===== src/rtl/iirdf_pkg.sv =====
// Shared types and constants of the IIR filter block.
`default_nettype none

package iirdf_pkg;

  // Fixed widths of the register file and arithmetic.
  localparam int COEF_W      = 32;
  localparam int ACC_W       = 64;
  localparam int ORDER_W     = 2;
  localparam int ORDER_LIMIT = (1 << ORDER_W) - 1;
  localparam int TERM_W      = 3;   // holds 2*ORDER_LIMIT
  localparam int CFG_IDX_W   = 3;
  localparam int NUM_COEF_REGS = 3; // coefficient registers per polynomial

  // Register indexes.
  localparam logic [CFG_IDX_W-1:0] REG_FILTER_ORDER = 3'd0;
  localparam logic [CFG_IDX_W-1:0] REG_NUM_COEF_0   = 3'd1;
  localparam logic [CFG_IDX_W-1:0] REG_DEN_COEF_0   = 3'd4;

  // Input command codes.
  localparam logic CMD_FILTER = 1'b0;
  localparam logic CMD_CLEAR  = 1'b1;

  // Controller to datapath commands.
  typedef struct packed {
    logic              clear;     // zero both histories
    logic              load;      // shift histories, insert sample, latch order
    logic              issue;     // multiply one term
    logic [TERM_W-1:0] term;      // term index: tap in upper bits, den in bit 0
    logic              last;      // final term; latch divisor
    logic              mag;       // take magnitudes
    logic              check;     // range check, seed divider
    logic              div_step;  // one quotient bit
    logic              finish;    // load result, write output history
  } dp_cmd_t;

  // Datapath to controller status.
  typedef struct packed {
    logic [ORDER_W-1:0] order;    // effective order of the current sample
    logic               out_free; // result register can take a new value
  } dp_status_t;

endpackage

`default_nettype wire


===== src/rtl/iirdf_in_if.sv =====
// Input channel interface: command and sample with valid/ready.
`default_nettype none

interface iirdf_in_if #(
  parameter int SAMPLE_WIDTH = 24
);
  logic                           valid;
  logic                           ready;
  logic                           command;
  logic signed [SAMPLE_WIDTH-1:0] sample_in;

  modport source (output valid, output command, output sample_in, input ready);
  modport sink   (input valid, input command, input sample_in, output ready);
endinterface

`default_nettype wire


===== src/rtl/iirdf_out_if.sv =====
// Result channel interface: filtered sample and saturation flag with valid/ready.
`default_nettype none

interface iirdf_out_if #(
  parameter int SAMPLE_WIDTH = 24
);
  logic                           valid;
  logic                           ready;
  logic signed [SAMPLE_WIDTH-1:0] sample_out;
  logic                           saturated;

  modport source (output valid, output sample_out, output saturated, input ready);
  modport sink   (input valid, input sample_out, input saturated, output ready);
endinterface

`default_nettype wire


===== src/rtl/iir_filter_direct_form.sv =====
// Top level of the direct-form I IIR filter, order 0 to 2.
//
//   Channel | Direction | Payload                          | Handshake
//   in_ch   | sink      | command, sample_in               | valid/ready
//   out_ch  | source    | sample_out, saturated            | valid/ready
//   cfg     | sink      | cfg_index, cfg_wdata             | cfg_wr_en, no stall
//
// A filter transaction occupies the block from acceptance until its result is loaded:
// one shared multiplier takes one term a cycle, and the restoring divider yields one
// quotient bit a cycle.
// A clear transaction completes as it is accepted and delivers nothing.
// rst_n is synchronous: it zeroes both histories and loads the register defaults.
// A stalled result holds in the output register; the next transaction runs meanwhile
// and waits at its last step until the output register frees up.
`default_nettype none

module iir_filter_direct_form #(
  parameter int MAX_ORDER      = 2,
  parameter int SAMPLE_WIDTH   = 24,
  parameter int COEF_FRAC_BITS = 24
) (
  input  logic                                clk,
  input  logic                                rst_n,
  iirdf_in_if.sink                            in_ch,
  iirdf_out_if.source                         out_ch,
  input  logic                                cfg_wr_en,
  input  logic [iirdf_pkg::CFG_IDX_W-1:0]     cfg_index,
  input  logic [iirdf_pkg::COEF_W-1:0]        cfg_wdata
);

  iirdf_pkg::dp_cmd_t    cmd;
  iirdf_pkg::dp_status_t status;

  // Sequence each transaction: a clear at once, a filter through MAC terms, drain, magnitudes, divide, deliver.
  iirdf_ctrl #(
    .SAMPLE_WIDTH (SAMPLE_WIDTH)
  ) u_ctrl (
    .clk        (clk),
    .rst_n      (rst_n),
    .in_valid   (in_ch.valid),
    .in_command (in_ch.command),
    .in_ready   (in_ch.ready),
    .cmd        (cmd),
    .status     (status)
  );

  // Hold registers and histories, compute the result, drive the result channel.
  iirdf_dp #(
    .MAX_ORDER      (MAX_ORDER),
    .SAMPLE_WIDTH   (SAMPLE_WIDTH),
    .COEF_FRAC_BITS (COEF_FRAC_BITS)
  ) u_dp (
    .clk           (clk),
    .rst_n         (rst_n),
    .cfg_wr_en     (cfg_wr_en),
    .cfg_index     (cfg_index),
    .cfg_wdata     (cfg_wdata),
    .in_sample     (in_ch.sample_in),
    .cmd           (cmd),
    .status        (status),
    .out_valid     (out_ch.valid),
    .out_ready     (out_ch.ready),
    .out_sample    (out_ch.sample_out),
    .out_saturated (out_ch.saturated)
  );

endmodule

`default_nettype wire


===== src/rtl/iirdf_ctrl.sv =====
// Sequencing state machine of the IIR filter: MAC terms, divide, deliver.
`default_nettype none

module iirdf_ctrl #(
  parameter int SAMPLE_WIDTH = 24
) (
  input  logic                   clk,
  input  logic                   rst_n,
  input  logic                   in_valid,
  input  logic                   in_command,
  output logic                   in_ready,
  output iirdf_pkg::dp_cmd_t     cmd,
  input  iirdf_pkg::dp_status_t  status
);

  localparam int CNT_W = $clog2(SAMPLE_WIDTH);

  typedef enum logic [6:0] {
    S_IDLE  = 7'b0000001,
    S_MAC   = 7'b0000010,
    S_DRAIN = 7'b0000100,
    S_MAG   = 7'b0001000,
    S_CHECK = 7'b0010000,
    S_DIV   = 7'b0100000,
    S_DONE  = 7'b1000000
  } state_t;

  state_t                          state_r, state_nxt;
  logic [iirdf_pkg::TERM_W-1:0]    term_r, term_nxt;
  logic [CNT_W-1:0]                cnt_r, cnt_nxt;
  logic [iirdf_pkg::TERM_W-1:0]    last_term;

  assign in_ready  = (state_r == S_IDLE);
  assign last_term = {status.order, 1'b0};

  always_comb begin
    state_nxt = state_r;
    term_nxt  = term_r;
    cnt_nxt   = cnt_r;
    cmd       = '0;
    cmd.term  = term_r;
    unique case (state_r)
      S_IDLE: begin
        if (in_valid) begin
          if (in_command == iirdf_pkg::CMD_CLEAR) begin
            cmd.clear = 1'b1;
          end else begin
            cmd.load  = 1'b1;
            term_nxt  = '0;
            state_nxt = S_MAC;
          end
        end
      end
      S_MAC: begin
        cmd.issue = 1'b1;
        if (term_r == last_term) begin
          cmd.last  = 1'b1;
          state_nxt = S_DRAIN;
        end else begin
          term_nxt = term_r + 1'b1;
        end
      end
      S_DRAIN: begin
        state_nxt = S_MAG;
      end
      S_MAG: begin
        cmd.mag   = 1'b1;
        state_nxt = S_CHECK;
      end
      S_CHECK: begin
        cmd.check = 1'b1;
        cnt_nxt   = CNT_W'(SAMPLE_WIDTH - 1);
        state_nxt = S_DIV;
      end
      S_DIV: begin
        cmd.div_step = 1'b1;
        if (cnt_r == '0) begin
          state_nxt = S_DONE;
        end else begin
          cnt_nxt = cnt_r - 1'b1;
        end
      end
      S_DONE: begin
        if (status.out_free) begin
          cmd.finish = 1'b1;
          state_nxt  = S_IDLE;
        end
      end
      default: begin
        state_nxt = S_IDLE;
      end
    endcase
  end

  always_ff @(posedge clk) begin
    if (!rst_n) begin
      state_r <= S_IDLE;
      term_r  <= '0;
      cnt_r   <= '0;
    end else begin
      state_r <= state_nxt;
      term_r  <= term_nxt;
      cnt_r   <= cnt_nxt;
    end
  end

endmodule

`default_nettype wire


===== src/rtl/iirdf_dp.sv =====
// Datapath of the IIR filter: registers, histories, shared MAC, divider, result register.
`default_nettype none

module iirdf_dp #(
  parameter int MAX_ORDER      = 2,
  parameter int SAMPLE_WIDTH   = 24,
  parameter int COEF_FRAC_BITS = 24
) (
  input  logic                                   clk,
  input  logic                                   rst_n,
  input  logic                                   cfg_wr_en,
  input  logic [iirdf_pkg::CFG_IDX_W-1:0]        cfg_index,
  input  logic [iirdf_pkg::COEF_W-1:0]           cfg_wdata,
  input  logic signed [SAMPLE_WIDTH-1:0]         in_sample,
  input  iirdf_pkg::dp_cmd_t                     cmd,
  output iirdf_pkg::dp_status_t                  status,
  output logic                                   out_valid,
  input  logic                                   out_ready,
  output logic signed [SAMPLE_WIDTH-1:0]         out_sample,
  output logic                                   out_saturated
);

  localparam int SW      = SAMPLE_WIDTH;
  localparam int CW      = iirdf_pkg::COEF_W;
  localparam int AW      = iirdf_pkg::ACC_W;
  localparam int OW      = iirdf_pkg::ORDER_W;
  localparam int EFF_MAX = (MAX_ORDER < iirdf_pkg::ORDER_LIMIT) ? MAX_ORDER
                                                                : iirdf_pkg::ORDER_LIMIT;
  localparam int DEPTH   = EFF_MAX + 1;
  localparam int IDX_W   = $clog2(DEPTH);
  localparam logic [SW-1:0] LIM_POS = {1'b0, {(SW-1){1'b1}}};
  localparam logic [SW-1:0] LIM_NEG = {1'b1, {(SW-1){1'b0}}};
  localparam logic [CW-1:0] DEN_ONE = CW'(64'd1 << COEF_FRAC_BITS);

  // Configuration registers
  logic [OW-1:0]        order_r;
  logic signed [CW-1:0] num_r [DEPTH];
  logic signed [CW-1:0] den_r [DEPTH];

  // Histories
  logic signed [SW-1:0] xh_r [DEPTH];
  logic signed [SW-1:0] yh_r [DEPTH];

  // Working registers
  logic [OW-1:0]        n_r;
  logic signed [AW-1:0] prod_r;
  logic                 prod_vld_r;
  logic                 prod_sub_r;
  logic [AW-1:0]        acc_r, acc_nxt;
  logic signed [CW-1:0] div_r;
  logic [AW-1:0]        mag_r;
  logic [CW-1:0]        dmag_r;
  logic                 neg_r;
  logic                 big_r;
  logic                 dz_r;
  logic [CW-1:0]        rem_r, rem_nxt;
  logic [SW-1:0]        low_r;
  logic                 out_valid_r;
  logic [SW-1:0]        out_sample_r;
  logic                 out_sat_r;

  logic [OW-1:0]        n_ld;
  logic [OW-1:0]        tap;
  logic [IDX_W-1:0]     idx;
  logic                 is_den;
  logic signed [CW-1:0]    coef_op;
  logic signed [SW-1:0]    hist_op;
  logic signed [CW+SW-1:0] mul;
  logic [CW:0]          trial;
  logic                 ge;
  logic [SW-1:0]        lim;
  logic                 over;
  logic [SW-1:0]        qs;
  logic [SW-1:0]        res;
  logic                 sat;

  assign n_ld   = (order_r > OW'(EFF_MAX)) ? OW'(EFF_MAX) : order_r;
  assign tap    = cmd.term[iirdf_pkg::TERM_W-1:1];
  assign idx    = tap[IDX_W-1:0];
  assign is_den = cmd.term[0];

  assign coef_op = is_den ? den_r[idx] : num_r[idx];
  assign hist_op = is_den ? yh_r[idx]  : xh_r[idx];
  assign mul     = coef_op * hist_op;

  assign acc_nxt = prod_sub_r ? (acc_r - prod_r) : (acc_r + prod_r);

  assign trial   = {rem_r, low_r[SW-1]} - {1'b0, dmag_r};
  assign ge      = !trial[CW];
  assign rem_nxt = ge ? trial[CW-1:0] : {rem_r[CW-2:0], low_r[SW-1]};

  // Clip the quotient magnitude, then restore the sign; a zero divisor gives zero, flagged saturated.
  always_comb begin
    lim  = neg_r ? LIM_NEG : LIM_POS;
    over = big_r || (low_r > lim);
    qs   = over ? lim : low_r;
    if (dz_r) begin
      res = '0;
      sat = 1'b1;
    end else begin
      res = neg_r ? (-qs) : qs;
      sat = over;
    end
  end

  assign status.order    = n_r;
  assign status.out_free = !out_valid_r || out_ready;

  assign out_valid     = out_valid_r;
  assign out_sample    = out_sample_r;
  assign out_saturated = out_sat_r;

  // Configuration registers
  always_ff @(posedge clk) begin
    if (!rst_n) begin
      order_r <= '0;
      for (int k = 0; k < DEPTH; k++) begin
        num_r[k] <= '0;
        den_r[k] <= (k == 0) ? DEN_ONE : '0;
      end
    end else if (cfg_wr_en) begin
      if (cfg_index == iirdf_pkg::REG_FILTER_ORDER) begin
        order_r <= cfg_wdata[OW-1:0];
      end
      for (int k = 0; k < DEPTH; k++) begin
        if (k < iirdf_pkg::NUM_COEF_REGS &&
            cfg_index == iirdf_pkg::REG_NUM_COEF_0 + iirdf_pkg::CFG_IDX_W'(k)) begin
          num_r[k] <= cfg_wdata;
        end
        if (k < iirdf_pkg::NUM_COEF_REGS &&
            cfg_index == iirdf_pkg::REG_DEN_COEF_0 + iirdf_pkg::CFG_IDX_W'(k)) begin
          den_r[k] <= cfg_wdata;
        end
      end
    end
  end

  // Histories
  always_ff @(posedge clk) begin
    if (!rst_n || cmd.clear) begin
      for (int i = 0; i < DEPTH; i++) begin
        xh_r[i] <= '0;
        yh_r[i] <= '0;
      end
    end else begin
      if (cmd.load) begin
        for (int i = 0; i < DEPTH - 1; i++) begin
          if (i < int'(n_ld)) begin
            xh_r[i] <= xh_r[i+1];
            yh_r[i] <= yh_r[i+1];
          end
        end
        xh_r[n_ld[IDX_W-1:0]] <= in_sample;
      end
      if (cmd.finish) begin
        yh_r[n_r[IDX_W-1:0]] <= res;
      end
    end
  end

  // Control flags of the working path
  always_ff @(posedge clk) begin
    if (!rst_n) begin
      prod_vld_r  <= 1'b0;
      out_valid_r <= 1'b0;
      n_r         <= '0;
    end else begin
      prod_vld_r <= cmd.issue;
      if (cmd.load) begin
        n_r <= n_ld;
      end
      if (cmd.finish) begin
        out_valid_r <= 1'b1;
      end else if (out_ready) begin
        out_valid_r <= 1'b0;
      end
    end
  end

  // Arithmetic payload
  always_ff @(posedge clk) begin
    prod_r     <= AW'(mul);
    prod_sub_r <= is_den;
    if (cmd.load) begin
      acc_r <= '0;
    end else if (prod_vld_r) begin
      acc_r <= acc_nxt;
    end
    if (cmd.issue && cmd.last) begin
      div_r <= den_r[idx];
    end
    if (cmd.mag) begin
      mag_r  <= acc_r[AW-1] ? (-acc_r) : acc_r;
      dmag_r <= div_r[CW-1] ? (-div_r) : div_r;
      neg_r  <= acc_r[AW-1] ^ div_r[CW-1];
    end
    if (cmd.check) begin
      big_r <= (mag_r >> SW) >= {{(AW-CW){1'b0}}, dmag_r};
      dz_r  <= (dmag_r == '0);
      rem_r <= mag_r[SW+CW-1:SW];
      low_r <= mag_r[SW-1:0];
    end else if (cmd.div_step) begin
      rem_r <= rem_nxt;
      low_r <= {low_r[SW-2:0], ge};
    end
    if (cmd.finish) begin
      out_sample_r <= res;
      out_sat_r    <= sat;
    end
  end

endmodule

`default_nettype wire


===== src/flat_wrapper.sv =====
// flat-port wrapper written by rule: the top's interface ports become plain ports
module iir_filter_direct_form_flat 
#(
  parameter int MAX_ORDER      = 2,
  parameter int SAMPLE_WIDTH   = 24,
  parameter int COEF_FRAC_BITS = 24
)
  (clk, rst_n, cfg_wr_en, cfg_index, cfg_wdata, in_ch_valid, in_ch_command, in_ch_sample_in, in_ch_ready, out_ch_valid, out_ch_sample_out, out_ch_saturated, out_ch_ready);
  iirdf_in_if #(.SAMPLE_WIDTH(SAMPLE_WIDTH)) in_ch_i ();
  iirdf_out_if #(.SAMPLE_WIDTH(SAMPLE_WIDTH)) out_ch_i ();
  input  logic clk;
  input  logic rst_n;
  input  logic cfg_wr_en;
  input  logic [iirdf_pkg::CFG_IDX_W-1:0] cfg_index;
  input  logic [iirdf_pkg::COEF_W-1:0] cfg_wdata;
  input wire logic [$bits(in_ch_i.valid)-1:0] in_ch_valid;
  input wire logic [$bits(in_ch_i.command)-1:0] in_ch_command;
  input wire logic [$bits(in_ch_i.sample_in)-1:0] in_ch_sample_in;
  output wire logic [$bits(in_ch_i.ready)-1:0] in_ch_ready;
  output wire logic [$bits(out_ch_i.valid)-1:0] out_ch_valid;
  output wire logic [$bits(out_ch_i.sample_out)-1:0] out_ch_sample_out;
  output wire logic [$bits(out_ch_i.saturated)-1:0] out_ch_saturated;
  input wire logic [$bits(out_ch_i.ready)-1:0] out_ch_ready;
  assign in_ch_i.valid = in_ch_valid;
  assign in_ch_i.command = in_ch_command;
  assign in_ch_i.sample_in = in_ch_sample_in;
  assign in_ch_ready = in_ch_i.ready;
  assign out_ch_valid = out_ch_i.valid;
  assign out_ch_sample_out = out_ch_i.sample_out;
  assign out_ch_saturated = out_ch_i.saturated;
  assign out_ch_i.ready = out_ch_ready;
  iir_filter_direct_form #(.MAX_ORDER(MAX_ORDER), .SAMPLE_WIDTH(SAMPLE_WIDTH), .COEF_FRAC_BITS(COEF_FRAC_BITS)) u_core (.clk(clk), .rst_n(rst_n), .in_ch(in_ch_i), .out_ch(out_ch_i), .cfg_wr_en(cfg_wr_en), .cfg_index(cfg_index), .cfg_wdata(cfg_wdata));
endmodule

===== config.mk =====
export PLATFORM = sky130hd
export DESIGN_NAME = iir_filter_direct_form_flat
export DESIGN_NICKNAME = d
export VERILOG_FILES = /design/src/rtl/iirdf_pkg.sv /design/src/rtl/iirdf_in_if.sv /design/src/rtl/iirdf_out_if.sv /design/src/rtl/iir_filter_direct_form.sv /design/src/rtl/iirdf_ctrl.sv /design/src/rtl/iirdf_dp.sv /design/src/flat_wrapper.sv
export SDC_FILE = /design/constraint.sdc
export NUM_CORES = 2
export LEC_CHECK = 0
export BUFFER_PORTS_ARGS = -buffer_cell sky130_fd_sc_hd__buf_2
export CAP_MARGIN = 15
export CORE_UTILIZATION = 50
export DETAILED_ROUTE_END_ITERATION = 8
export GPL_TIMING_DRIVEN = 0
export MAX_ROUTING_LAYER = met4
export PLACE_DENSITY = 0.66
export SYNTH_ARGS = -nofsm -noshare
export SYNTH_HDL_FRONTEND = slang
export SYNTH_HIERARCHICAL = 1
export SYNTH_SLANG_ARGS = --single-unit

===== constraint.sdc =====
create_clock -name clk -period 14.95 [get_ports clk]
set_input_delay 0.7475 -clock clk [delete_from_list [all_inputs] [get_ports clk]]
set_output_delay 0.7475 -clock clk [all_outputs]
set_load 0.05 [all_outputs]

==> metrics <==
Design Area, Final 71600 um^2; yosys warns 6; R2R depth 30; post-route ant nets 0; Fillers 11600; CTS Hold Buffers Added 0; area fraction of the dominant cell type after synthesis 27.4%; Global Route Usage Sum 34.6%; post-cts sizing count 0; number of global-route vias before repair 50500; cell count after synthesis 6477; Hold EP u_core/u_dp/xh_r[3][14]; asr flop ratio synth 0%; synth-to-layout area growth 9.48%; htree depth 3; die span in x 364 um; most frequent cells in the layout inv_1, fa_1, nand2_1; initial antenna violation count 17; Initial DRT Pass Iterations 6; Crit path required time 15.42 ns; sequential area share after synthesis 31.7%; Post-Route WL 220000 um; cell taking the most area after synthesis edfxtp_1; Max Buffers Root-to-Sink 3; Final Hold Fails 0; Max FO, Critical Path 10; row count 132; worst hold start in_ch_sample_in[14]; most frequent CP cell fa_1; port bufs 91; worst-margin pin slew 1.33 ns; Setup crit start kind flop; relative slew slack 10.3%; Setup TNS 0 ns; Syn Std Cell Area 65400 um^2; Period minus WS final 13.67 ns; clk slew on worst S/H paths 0.06 ns; status finished, final reports clean; Num Clock Sinks 738; y dimension of the die 364 um; Starting Density 50.4%; launching point of the worst reg2reg path u_core/u_ctrl/term_r[1]; Unique masters post-synth 89; share of cells above drive strength 1 6.04%; RR Endpoint u_core/u_dp/prod_r[54]; # DRC 0; Max Cap Viol 0; CTS Buf Count 80; drt initial violations 5363; #FFs+latches synth 738; Most used DFF post-synth edfxtp_1; most common cell after layout, fill and taps aside inv_1; Overflow after GRT 0; Worst Skew 0.0620 ns; drt via density 5.91; core box area 130000 um^2; RSZ-0062 raised after global routing no; Hold Path Depth 1; Nets 7879; Post-DP HPWL 177000 um; number of synthesized flops with an enable pin 596; post-DR wirelength/cell 25.7 um; Tcrit/Tclk final 91.4%; CTS tree done; first-pass GRT wire length 323000 um; Setup Viol. Count Final 0; area post-placement 68800 um^2; GP Congestion 1.05; WS Path Type flop to flop; CTS root buffer clkbuf_16; R2R Setup Slk 1.28 ns; DIE AREA 132000 um^2; Ports 92; min-delay worst type input pin to flop; largest net degree at the start of global routing 33; Slowest-stage cell, CP o21ai_0; largest cells by area after synthesis edfxtp_1, fa_1, ha_1, inv_1, dfxtp_1; clock latency at the later pin of the worst-skew pair 0.71 ns; CP arrival 14.14 ns; Avg Inst Size Synth 10.1 um^2; Setup Buffers After CTS 0; fmax 0.0732 GHz; Final Max Tran Viols 0; CP max stage delay 1.05 ns; Worst Setup End Kind flop; DR vias 50500
==> synthesized netlist by cell type, types with 7 or more instances <==
cell type,instances
a211o_1,7
and4_1,8
nand3_1,49
a211oi_1,30
nor3b_1,15
o22ai_1,11
xnor2_1,239
xor2_1,51
o21bai_1,22
and2_1,116
o21ai_1,24
nand2b_1,78
a21o_1,88
o41ai_1,10
clkbuf_1,262
fa_1,785
a2111oi_0,9
a22o_1,34
or2_2,17
mux2_2,39
or4_1,19
a32o_1,7
ha_1,307
or3_1,35
nor4_1,30
a221o_1,8
a21oi_1,273
o211ai_1,16
nand2_1,669
nor2b_1,31
inv_1,924
nor2_1,662
a31oi_1,30
dfxtp_1,142
o31ai_1,43
nand4_1,36
o21a_1,50
mux2i_1,151
and3_1,26
o21ai_0,254
nor3_1,66
edfxtp_1,596
a21boi_0,11
mux4_2,48
buf_1,31
==> registers in the layout (all words and copies together), names as in the netlist, 2 cells and up <==
register,count
u_core/u_ctrl/term_r,3
u_core/u_dp/acc_r,64
u_core/u_dp/out_sample,24
u_core/u_dp/dmag_r,32
u_core/u_ctrl/state_r,7
u_core/u_dp/prod_r,56
u_core/u_dp/xh_r,96
u_core/u_dp/n_r,2
u_core/u_dp/den_r,96
u_core/u_dp/order_r,2
u_core/u_dp/low_r,24
u_core/u_dp/div_r,32
u_core/u_dp/yh_r,96
u_core/u_dp/rem_r,32
u_core/u_dp/num_r,96
u_core/u_ctrl/cnt_r,5
u_core/u_dp/mag_r,64
==> worst max path at each step <==
stage,from,end,slack (ns),cells past startpoint
after floorplan,u_core/u_ctrl/term_r[1],u_core/u_dp/prod_r[52],5.65,32
after global placement,u_core/u_ctrl/term_r[1],u_core/u_dp/prod_r[54],1.21,27
after detailed placement,u_core/u_ctrl/term_r[1],u_core/u_dp/prod_r[41],1.59,30
after CTS,u_core/u_ctrl/term_r[1],u_core/u_dp/prod_r[41],1.52,30
after global routing,u_core/u_ctrl/term_r[1],u_core/u_dp/prod_r[54],0.79,30
final,u_core/u_ctrl/term_r[1],u_core/u_dp/prod_r[54],1.28,30
==> per-stage QoR <==
stage / std cells / hold slack (ns) / util (%) / setup slack (ns)
2_1_floorplan: 6500 / 0.413 / - / 5.65
3_3_place_gp: 8333 / 0.459 / 52.5 / 1.21
3_5_place_dp: 8374 / 0.470 / 53.0 / 1.59
4_1_cts: 8523 / 0.225 / 55.1 / 1.52
5_1_grt: 8537 / 0.246 / 55.2 / 0.794
6_report: 8537 / 0.259 / 55.2 / 1.28
==> critical path: cells and delay by family (launching register included) <==
kind | cells | cell delay [ns]
flops | 1 | 0.51
simple gates | 5 | 1.53
xor+xnor | 1 | 0.38
buf+inv | 8 | 3.76
fa+ha+maj | 8 | 4.09
compound gates | 7 | 2.99
mux | 1 | 0.17
==> metal layers <==
layer  wire length (um)  track usage (%)  vias to the layer above
li1                   -                -                    22000
met2              98400             52.2                     2670
met5                  0                -                        -
met3              22200             7.17                      602
met1              84700             43.7                    25300
met4              14400             19.3                        0
==> cell families (layout without fill, tap and decap cells) <==
family | Yosys count | after routing | synth area share [%]
AO/OA/AOI/OAI | 986 | 986 | 9.48
adder cells (fa/ha/maj) | 1092 | 1092 | 29.9
AND/OR/NAND/NOR | 1909 | 1909 | 13.3
buffers and inverters | 1222 | 1511 | 7.02
XOR/XNOR | 290 | 290 | 3.89
other | 1 | 30 | 0.00574
multiplexers | 239 | 239 | 4.66
flip-flops | 738 | 738 | 31.7
==> final cells by class <==
| type | instances | area (um^2) | area share [%] |
|---|---|---|---|
| Inverter | 925 | 3470 | 4.85 |
| Buffer | 297 | 1120 | 1.56 |
| Tap cell | 1742 | 2180 | 3.05 |
| Sequential cell | 738 | 20700 | 29.0 |
| Multi-Input combinational cell | 4540 | 40200 | 56.2 |
| Clock inverter | 56 | 582 | 0.813 |
| Antenna cell | 6 | 15.0 | 0.0210 |
| Timing Repair Buffer | 140 | 1160 | 1.62 |
| Clock buffer | 93 | 2080 | 2.91 |
Power is not shown: default switching activity piles up to over one toggle a cycle in this logic, so the estimate is an artifact.
